`config.mk`:
```
export PLATFORM = sky130hd
export DESIGN_NAME = hsha_front
export DESIGN_NICKNAME = d
export VERILOG_FILES = /design/src/hw/rtl/hsha_pkg.sv /design/src/hw/rtl/hsha_front.sv
export SDC_FILE = /design/constraint.sdc
export NUM_CORES = 1
export LEC_CHECK = 0
export BUFFER_PORTS_ARGS = -buffer_cell sky130_fd_sc_hd__buf_2
export CORE_MARGIN = 1.5
export CORE_UTILIZATION = 51
export CTS_CLUSTER_DIAMETER = 200
export DETAILED_ROUTE_END_ITERATION = 10
export PLACE_DENSITY = 0.75
export SYNTH_ARGS = -nofsm -noshare
export SYNTH_HDL_FRONTEND = slang
export SYNTH_SLANG_ARGS = --single-unit
```
`constraint.sdc`:
```
create_clock -name clk -period 2.7 [get_ports clk]
set_clock_uncertainty 0.1 [all_clocks]
set_input_delay 0.135 -clock clk [delete_from_list [all_inputs] [get_ports clk]]
set_output_delay 0.135 -clock clk [all_outputs]
set_load 0.02 [all_outputs]
```
`src/hw/rtl/hsha_pkg.sv`:
```
// ----------------------------------------------------------------------------
// hsha_pkg
// shared types, constants and sha-256 round functions for the hmac engine
// ----------------------------------------------------------------------------
package hsha_pkg;

  localparam int NumKeyRegs = 8;
  localparam int KeyRegW    = 64;
  localparam int CfgIdxW    = 3;
  localparam int FifoDepth  = 4;

  localparam logic [7:0] IpadByte = 8'h36;
  localparam logic [7:0] OpadByte = 8'h5c;

  typedef logic [31:0] word_t;

  typedef struct packed {
    logic [31:0] msg_word;
    logic [2:0]  word_bytes;
    logic        last_of_message;
  } msg_item_t;

  typedef struct packed {
    logic [31:0] mac_word;
    logic [2:0]  word_index;
    logic        last_word;
  } mac_item_t;

  // classified item passed from front to back
  typedef struct packed {
    logic [31:0] data;
    logic [2:0]  nbytes;
    logic        last;
  } cmd_t;

  // handshake between the sequencer and the compression core
  typedef struct packed {
    logic start;
    logic busy;
    logic done;
  } core_ctl_t;

  typedef enum logic [3:0] {
    S_RESET, S_KEY_IPAD, S_KEY_OPAD, S_IDLE, S_BYTE, S_COMP, S_PAD, S_LEN,
    S_INNER, S_OUTER, S_EMIT
  } seq_state_t;

  localparam word_t RoundK [64] = '{
    32'h428a2f98,32'h71374491,32'hb5c0fbcf,32'he9b5dba5,32'h3956c25b,32'h59f111f1,
    32'h923f82a4,32'hab1c5ed5,32'hd807aa98,32'h12835b01,32'h243185be,32'h550c7dc3,
    32'h72be5d74,32'h80deb1fe,32'h9bdc06a7,32'hc19bf174,32'he49b69c1,32'hefbe4786,
    32'h0fc19dc6,32'h240ca1cc,32'h2de92c6f,32'h4a7484aa,32'h5cb0a9dc,32'h76f988da,
    32'h983e5152,32'ha831c66d,32'hb00327c8,32'hbf597fc7,32'hc6e00bf3,32'hd5a79147,
    32'h06ca6351,32'h14292967,32'h27b70a85,32'h2e1b2138,32'h4d2c6dfc,32'h53380d13,
    32'h650a7354,32'h766a0abb,32'h81c2c92e,32'h92722c85,32'ha2bfe8a1,32'ha81a664b,
    32'hc24b8b70,32'hc76c51a3,32'hd192e819,32'hd6990624,32'hf40e3585,32'h106aa070,
    32'h19a4c116,32'h1e376c08,32'h2748774c,32'h34b0bcb5,32'h391c0cb3,32'h4ed8aa4a,
    32'h5b9cca4f,32'h682e6ff3,32'h748f82ee,32'h78a5636f,32'h84c87814,32'h8cc70208,
    32'h90befffa,32'ha4506ceb,32'hbef9a3f7,32'hc67178f2};

  localparam word_t InitH [8] = '{
    32'h6a09e667,32'hbb67ae85,32'h3c6ef372,32'ha54ff53a,
    32'h510e527f,32'h9b05688c,32'h1f83d9ab,32'h5be0cd19};

  function automatic word_t rotr(word_t x, int n);
    rotr = (x >> n) | (x << (32 - n));
  endfunction

  function automatic word_t sig0(word_t x);
    sig0 = rotr(x, 7) ^ rotr(x, 18) ^ (x >> 3);
  endfunction

  function automatic word_t sig1(word_t x);
    sig1 = rotr(x, 17) ^ rotr(x, 19) ^ (x >> 10);
  endfunction

  function automatic word_t bsig0(word_t x);
    bsig0 = rotr(x, 2) ^ rotr(x, 13) ^ rotr(x, 22);
  endfunction

  function automatic word_t bsig1(word_t x);
    bsig1 = rotr(x, 6) ^ rotr(x, 11) ^ rotr(x, 25);
  endfunction

endpackage

```
`src/hw/rtl/hsha_front.sv`:
```
// ----------------------------------------------------------------------------
// hsha_front
// accepts message words, clamps byte counts, queues them for the back end
// ----------------------------------------------------------------------------
module hsha_front
  import hsha_pkg::*;
#(
  parameter int Depth = FifoDepth
) (
  input  logic      clk,
  input  logic      rst,
  input  logic      in_valid,
  output logic      in_ready,
  input  msg_item_t in_item,
  output logic      cmd_valid,
  input  logic      cmd_ready,
  output cmd_t      cmd
);
  localparam int AW = (Depth > 1) ? $clog2(Depth) : 1;

  cmd_t            mem [Depth];
  logic [AW-1:0]   wr_ptr;
  logic [AW-1:0]   rd_ptr;
  logic [AW:0]     count;
  logic            push;
  logic            pop;
  cmd_t            cls;

  always_comb begin
    cls.data = in_item.msg_word;
    cls.nbytes = (in_item.word_bytes > 3'd4) ? 3'd4 : in_item.word_bytes;
    cls.last = in_item.last_of_message;
  end

  assign in_ready  = (count != (AW+1)'(Depth));
  assign cmd_valid = (count != '0);
  assign push      = in_valid && in_ready;
  assign pop       = cmd_valid && cmd_ready;
  assign cmd       = mem[rd_ptr];

  always_ff @(posedge clk) begin
    if (push) begin
      mem[wr_ptr] <= cls;
    end
  end

  always_ff @(posedge clk) begin
    if (rst) begin
      wr_ptr <= '0;
      rd_ptr <= '0;
      count  <= '0;
    end else begin
      if (push) begin
        wr_ptr <= (wr_ptr == AW'(Depth - 1)) ? '0 : wr_ptr + 1'b1;
      end
      if (pop) begin
        rd_ptr <= (rd_ptr == AW'(Depth - 1)) ? '0 : rd_ptr + 1'b1;
      end
      count <= count + (AW+1)'(push) - (AW+1)'(pop);
    end
  end
endmodule

```
=== After elaboration in Yosys (flattened, before gate mapping) ===
Memory sizes are Yosys's and may differ from the RTL's. A register that Yosys moved wholly into a read port is not among the register bits.
Cells that the tools add are included.

* Flip-flop bits (word level): 7
* Bits in writable memories: 144
* Input port bits: 40
* Output and inout port bits: 38
* Logic and storage cells: 22
* Memories: 1

* Add/subtract/negate cells: 4
* Order comparisons: 1
* Equal/unequal tests: 3
* Muxes and demuxes: 7
* Reduce and logical (&&, ||, !) cells: 3

{| class="wikitable"
|+ Memories
! name !! words !! bits a word !! rd ports !! clocked after memory_dff !! write ports !! line !! text
|-
| mem || 4 || 36 || 1 || 1 || 1 || hsha_front.sv:21 || <nowiki>cmd_t mem [Depth];</nowiki>
|}

{| class="wikitable"
|+ Operators with widths
! kind !! count
|-
| $mux W2 || 4
|-
| $add A2 B1 Y2 const B || 2
|-
| $eq A2 B2 Y1 const B || 2
|-
| $add A3 B1 Y3 || 1
|-
| $gt A3 B3 Y1 const B || 1
|-
| $mux W3 || 1
|-
| $ne A3 B3 Y1 const B || 1
|-
| $reduce_bool A3 Y1 || 1
|-
| $sub A3 B1 Y3 || 1
|-
| $logic_and A1 B1 Y1 || 2
|-
| $mux W1 || 2
|}

=== Logic depth before layout (Yosys ltp) ===
Gate-level depths: netlist of run 1.

* Depth in word-level cells: 4
* Mapped depth: 11
* Mapped depth without buffers: 10

=== Worst setup path before layout of run 1 ===
No wires, ideal clock.

* Kind: register to register
* Start point: reg count[1]
* End point: reg count[2]
* Setup time: 78 ps
* Arrival time: 2160 ps
* Required time: 2522 ps
* Path slack: 362 ps
* Cell stages (with the launch flop): 12
* Buffers on the path: 1
* Clock period less this slack: 2338 ps
* Cell sequence: dfxtp_1 > or3b_1 > buf_6 > nand2_2 > ha_1 > inv_1 > ha_1 > inv_1 > fa_1 > xor2_1 > and2_1 > nor3_1

* Word-level cells in the longest chain between the ends: 4
* Elaborated cells on any way between the ends: 6
* Classes of those cells: add/sub: 2; eq/ne: 1; reduce/logical: 3

{| class="wikitable"
|+ RTL lines
! what !! line !! text
|-
| start, declared || hsha_front.sv:24 || <nowiki>logic [AW:0] count;</nowiki>
|-
| start signal, assigned || hsha_front.sv:59 || <nowiki>count <= count + (AW+1)'(push) - (AW+1)'(pop);</nowiki>
|-
| $ne A3 B3 Y1 || hsha_front.sv:35 || <nowiki>assign in_ready = (count != (AW+1)'(Depth));</nowiki>
|-
| net in_ready || hsha_front.sv:13 || <nowiki>output logic in_ready,</nowiki>
|-
| $logic_and A1 B1 Y1 || hsha_front.sv:37 || <nowiki>assign push = in_valid && in_ready;</nowiki>
|-
| $add A3 B1 Y3 || hsha_front.sv:59 ||
|-
| $sub A3 B1 Y3 || hsha_front.sv:59 ||
|}

The timed path passes the listed nets, and every way through them passes these cells.
A chain may end at the register's enable or synchronous reset.

=== Worst setup path in the final report of run 1 ===
* Start point: reg count[1]
* End point: reg count[2]

* Word-level cells in the longest chain between the ends: 4
* Elaborated cells on any way between the ends: 6
* Classes of those cells: add/sub: 2; eq/ne: 1; reduce/logical: 3

{| class="wikitable"
|+ RTL lines
! what !! line
|-
| $ne A3 B3 Y1 || hsha_front.sv:35
|-
| $logic_and A1 B1 Y1 || hsha_front.sv:37
|-
| $add A3 B1 Y3 || hsha_front.sv:59
|-
| $sub A3 B1 Y3 (*) || hsha_front.sv:59
|}

Every way passes the cells marked *; elsewhere a longest branch is shown, timed or not.

==> results.md, run 1 <==
- Period utilisation layout: 91.5%
- DRC Markers: 0
- Largest net degree at the start of global routing: 37
- Initial DRC count: 145
- Initial core utilization: 52.3%
- Setup WS post-layout: 0.228 ns
- Psw: 0.00191 W
- Worst hold path type: primary input to flop
- CTS tree: yes
- Post-Synth Adder-Cell Area: 1.89%
- Netlist cell types: 27
- Clock period minus worst slack: 2.47 ns
- Worst slew margin: 34.5%
- Compound-cell area share of the yosys netlist: 0.527%
- Worst r2r src: count[1]
- Worst-margin pin slew: 0.982 ns
- Layout cells sized above 1: 41.1%
- Seq/Total Area, Yosys: 79.1%
- Post-Syn Area: 5700 um2
- Path depth of the worst reg2reg path: 10
- Global-route congestion overflow total: 0
- R2r endpoint: count[2]
- Max-cap violations: 0
- Die W: 109 um
- Final setup violating endpoints: 0
- Hold Path Origin: in_item[28]
- LEAKAGE: 2.56 nW
- Root Driver: clkbuf_8
- Largest family of logic cells by synthesized area: multiplexers
- Die area: 11,800 um2
- Crit path required time: 3.04 ns
- Yosys warns: 0
- Hold path endpoint: mem[2][28]
- Reg2reg setup slack: 0.23 ns
- Clock power frac: 35.2%
- Post_cts resized: 0
- WL final: 9.65 mm
- Wirelength per Cell: 18.5 um
- Critical path, cell by cell: or3b_1, nand2_2, ha_1, inv_1, ha_1, inv_1, fa_1, xor2_1, and2_1, nor3_1
- TritonCTS sink count: 153
- Slew Viols, Final: 0
- Switching fraction of total power: 26.7%
- Pre-CTS setup slack: 0.234 ns
- Post-Syn Nets: 288
- Status: finished clean
- Hold Path Stages: 2
- Synth Area per Inst: 23.7 um2
- Slowest-stage cell, CP: or3b_1
- Synthesized flop and latch total: 153
- Via/cell ratio: 5.30
- Simple-gate share of the synthesized area: 2.15%
- Via Count: 2,764
- Mapped Cells: 240
- RSZ-0062 raised after global routing: false
- All-Layer GR Usage: 17.6%
- Mux cell area share after synthesis: 14.6%
- Post-route ant nets: 0
- Hold Vio Cnt, Final: 0
- Post-CTS Setup Bufs: 0
- Crit path DAT: 2.81 ns
- H-tree depth: 4
- FP Rows: 38
- Fin nets: 417
- Max IR drop VDD: 522 uV
- Post-Place Cells: 451
- Ant diodes: 0
- Maximum clock insertion buffer count: 2
- Largest stage delay, worst path: 0.50 ns
- GP Congestion: 0.679
- Sequential group share of total power: 42.3%
- Post-Layout Cell Count: 522
- Worst skew pair latency: 0.51 ns
- Num CTS Buffers: 17
- Port bufs: 77
- Core footprint: 10,900 um2
- Area share of xor/xnor cells in the synthesized design: 0.154%
- Crit path max fanout: 7
- DP HPWL: 5.38 mm
- Initial antenna violation count: 0
- CP Launch Type: flop
- Cell Int Power: 0.00522 W
- Delay-heaviest family, CP: simple AND/OR/NAND/NOR gates
- Buf/Inv on CP: 2
- Pre-antenna DRT Iters: 4
- Crit path capture type: flop
- Die Y: 109 um
- Combinational Power Share: 22.5%
- Fmax: 0.405 GHz
- Power Density: 980 nW/um2
- Final setup TNS: 0 ns
- Vias in the first global route: 2,865
- First-pass GRT wire length: 14.6 mm
- Layout area overhead: 27.7%
- CTS clk-pin slew, worst paths: 0.06 ns
- Setup CP Type: flop to flop
- I/O pin count: 78
cells by family after synthesis:
family          after synthesis
simple gates                 20
xor+xnor                      1
flops                       153
compound gates                4
fa+ha+maj                     8
buf+inv                      16
mux                          38
cell usage in the layout, fill, tap and decap left out, drive strengths merged:
cell type,n
a211o,1
a21oi,1
and2,1
and3,4
buf,82
bufinv,5
clkbuf,18
clkinv,4
clkinvlp,2
dfxtp,9
dlygate4sd3,39
edfxtp,144
fa,1
ha,7
inv,8
mux2i,2
mux4,36
nand2,2
nand2b,2
nor2,3
nor2b,3
nor3,1
o21ai,1
o31ai,1
or3,3
or3b,1
xor2,1
per-layer routing:
metal / vias up / GRT usage [%] / part of all wire (%)
met4: 0 / 7.80 / 0.97
met1: 1410 / 22.5 / 43
li1: 1258 / - / -
met5: - / 0 / 0
met2: 87 / 28.1 / 51
met3: 9 / 5.38 / 5.4
area by class of cell:
cell class                 count  area (um2)
sequential                   153        4510
clock inverter                14         220
clock buffer                  18         418
multi-input combinational     71        1100
inverter                       5        18.8
tap                          140         175
fill                         719        3610
timing repair buffer         121         838
state kept, by name (all words and copies together), names as in the netlist, named ones only:
signal / flops
count: 3
mem: 144
rd_ptr: 2
wr_ptr: 2
stage by stage:
| step | power, W | utilization [%] | instance area [um2] | hold slack, ns |
|---|---|---|---|---|
| CTS | 0.00720 | 66.8 | 7280 | 0.235 |
| detailed placement | 0.00466 | 57.4 | 6250 | 0.251 |
| finish | 0.00713 | 66.8 | 7280 | 0.267 |
| global route | 0.00742 | 66.8 | 7280 | 0.252 |
| floorplan | 0.00416 | - | 5700 | 0.134 |
| global placement | 0.00461 | 57.4 | 6250 | 0.246 |
worst register-to-register path: cells and delay by family (launching register included):
kind,cells,cell delay [ns]
simple gates,4,0.93
fa+ha+maj,3,0.75
flops,1,0.37
xor+xnor,1,0.16
buf+inv,2,0.09
Yosys cell counts (all sizes together):
library cell  number  share of area [%]
nor2b              3               0.33
xor2               1               0.15
dfxtp              9                3.2
nor3               1              0.088
o31ai              1               0.13
and2               1               0.11
inv                5               0.33
mux2i              2               0.35
or3b               1               0.15
nand2b             2               0.22
a21oi              1              0.088
buf                7                1.0
o21ai              1               0.15
ha                 7                1.5
or3                3               0.35
clkbuf             4               0.26
fa                 1               0.35
nand2              2               0.18
a211o              1               0.15
edfxtp           144                 76
and3               4               0.53
nor2               3               0.20
mux4              36                 14
power groups by stage:
stage / Sequential, W / Combinational (W) / Clock (W)
2_1_floorplan: 0.00301 / 0.00114 / 0
3_3_place_gp: 0.00305 / 0.00156 / 0
3_5_place_dp: 0.00307 / 0.00159 / 0
4_1_cts: 0.00302 / 0.00163 / 0.00255
5_1_grt: 0.00304 / 0.00173 / 0.00265
6_report: 0.00302 / 0.00160 / 0.00251
worst max path at each step:
stage	start	endpoint	slack (ns)	cells after the start
after floorplan	count[1]	count[2]	0.36	11
after global placement	count[1]	count[2]	0.34	10
after detailed placement	count[1]	count[2]	0.23	10
after CTS	count[1]	count[2]	0.21	10
after global routing	count[1]	count[2]	0.08	10
final	count[1]	count[2]	0.23	10
repair_timing:
action,CTS,global route
endpoints found under the setup margin,0,0
hold buffers,39,0
endpoints found under the hold margin,153,0
No activity file was read; power rests on OpenSTA's default activity.
==> run 2: changes to the inputs <==
==> config.mk (replaced) <==
export PLATFORM = sky130hd
export DESIGN_NAME = hsha_front
export DESIGN_NICKNAME = d
export VERILOG_FILES = /design/src/hw/rtl/hsha_pkg.sv /design/src/hw/rtl/hsha_front.sv
export SDC_FILE = /design/constraint.sdc
export NUM_CORES = 1
export LEC_CHECK = 0
export CORE_MARGIN = 1.5
export CORE_UTILIZATION = 50
export CTS_CLUSTER_DIAMETER = 200
export DETAILED_ROUTE_END_ITERATION = 10
export DONT_BUFFER_PORTS = 1
export PLACE_DENSITY = 0.68
export SYNTH_ARGS = -nofsm -noshare
export SYNTH_HDL_FRONTEND = slang
export SYNTH_SLANG_ARGS = --single-unit
==> run 2 against run 1 <==
First-iteration DRC count is 28% lower. Non-clock buffer count is 77 lower. Core utilization decreased by 4.6 points. Final cell count decreased by 15%. Critical path depth is the same. Combinational power fell by 17%. Die area up 1.9%. Sequential share of layout area increased by 4.0 points. Register-to-register slack better by 0.09 ns. Flip-flop and latch count unchanged. Hold slack improved by 0.068 ns. Maximum frequency grew 3.8%. Critical endpoint unchanged.
==> results.md, run 2 (same netlist as run 1, synthesis figures left out) <==
- Pre-antenna DRT Iters: 4
- Final setup TNS: 0 ns
- CTS clk-pin slew, worst paths: 0.06 ns
- Die Y: 110 um
- Num CTS Buffers: 17
- Hold Vio Cnt, Final: 0
- Port bufs: 0
- Worst-margin pin slew: 0.962 ns
- Period utilisation layout: 88.2%
- Power Density: 980 nW/um2
- Die W: 110 um
- Initial DRC count: 105
- Via Count: 2,430
- Top Metal Used: met4
- Largest Register: mem
- Layout cells sized above 1: 26.2%
- TritonCTS sink count: 153
- All-Layer GR Usage: 16.6%
- Met1 WL: 3.95 mm
- Number of flip-flops in the largest register: 144
- Die area: 12,000 um2
- Max-cap violations: 0
- LEAKAGE: 2.23 nW
- Crit path capture type: flop
- Worst skew pair latency: 0.40 ns
- Wirelength per Cell: 20.5 um
- Initial core utilization: 51.9%
- Worst hold path type: primary input to flop
- RSZ-0062 raised after global routing: false
- Crit path DAT: 2.61 ns
- Crit path required time: 2.93 ns
- Crit path max fanout: 6
- Fillers: 752
- Setup CP Type: flop to flop
- Final setup violating endpoints: 0
- Largest registers: mem x144, count x3
- DP HPWL: 5.14 mm
- Most frequent cells in the layout: edfxtp_1 (144), dlygate4sd3_1 (39), mux4_2 (36)
- Initial antenna violation count: 0
- Clock period minus worst slack: 2.38 ns
- Met3 wire length: 586 um
- Final core utilization: 62.3%
- Ant diodes: 0
- Slew Viols, Final: 0
- CTS tree: yes
- GP Congestion: 0.658
- Post-Layout Cell Count: 445
- Hold slack: 0.335 ns
- I/O pin count: 78
- Post-route ant nets: 0
- First-pass GRT wire length: 13.9 mm
- Wire length on met2: 4.47 mm
- Global-route congestion overflow total: 0
- WL final: 9.11 mm
- Max IR drop VDD: 709 uV
- Maximum clock insertion buffer count: 2
- FP Rows: 38
- Commonest non-fill, non-tap cell in the layout: edfxtp_1
- CP Launch Type: flop
- Post-Place Cells: 374
- Layout area overhead: 20.1%
- Largest net degree at the start of global routing: 37
- H-tree depth: 4
- Status: finished clean
- Post_cts resized: 0
- Via/cell ratio: 5.46
- Worst slew margin: 35.9%
- Root Driver: clkbuf_16
- Fmax: 0.420 GHz
- Fin nets: 340
- DRC Markers: 0
- Core footprint: 11,000 um2
- Vias in the first global route: 2,621
[run 2: cell count changes in the layout (fill, tap and decap cells not counted)]
| cell | delta |
|---|---|
| inv_8 | -1 |
| inv_6 | -2 |
| bufinv_16 | -2 |
| clkinv_2 | +5 |
| clkbuf_16 | +1 |
| clkbuf_8 | -1 |
| buf_2 | -77 |
[run 2: final timing paths]
kind | end | cells past startpoint | slack (ns) | from
setup / recovery | count[2] | 10 | 0.32 | count[1]
hold / removal | mem[1][8] | 1 | 0.33 | in_item[8]
hold reg to reg | flop | 2 | 0.39 | rd_ptr[0]
setup reg to reg | count[2] | 10 | 0.32 | count[1]
[run 2: power breakdown]
part	internal, W	switching [W]
Clock	0.00144	0.000872
Combinational	0.000534	0.000800
Sequential	0.00292	0.000135
[run 2: layout make-up]
type	instances	area [um2]	share of cell area, %
Clock buffer	18	429	6.28
Tap cell	140	175	2.56
Inverter	5	18.8	0.274
Multi-Input combinational cell	71	1100	16.1
Clock inverter	14	156	2.29
Timing Repair Buffer	44	453	6.62
Sequential cell	153	4510	65.9
[run 2: worst max-delay path, cell delays in order (launching register included)]
cell	delay [ns]
dfxtp_1	0.36
or3b_1	0.44
nand2_2	0.12
ha_1	0.23
inv_1	0.06
ha_1	0.14
inv_1	0.05
fa_1	0.36
xor2_1	0.16
and2_1	0.16
nor3_1	0.12
[run 2: through the flow]
step / total power [W] / instance area [um2] / setup slack, ns
2_1_floorplan: 0.00416 / 5700 / 0.362
3_3_place_gp: 0.00438 / 5860 / 0.417
3_5_place_dp: 0.00441 / 5860 / 0.327
4_1_cts: 0.00678 / 6840 / 0.304
5_1_grt: 0.00697 / 6840 / 0.179
6_report: 0.00670 / 6840 / 0.319
[run 2: layer usage]
| layer | track usage, % | vias to the layer above |
|---|---|---|
| li1 | - | 1102 |
| met1 | 21.4 | 1254 |
| met2 | 25.4 | 65 |
| met3 | 6.94 | 9 |
| met4 | 6.12 | 0 |
| met5 | 0 | - |
[run 2: what timing repair did]
| item | CTS | global route |
|---|---|---|
| hold buffers | 39 | 0 |
| setup endpoints to repair | 0 | 0 |
| buffers inserted | 0 | 0 |
| endpoints found under the hold margin | 153 | 0 |
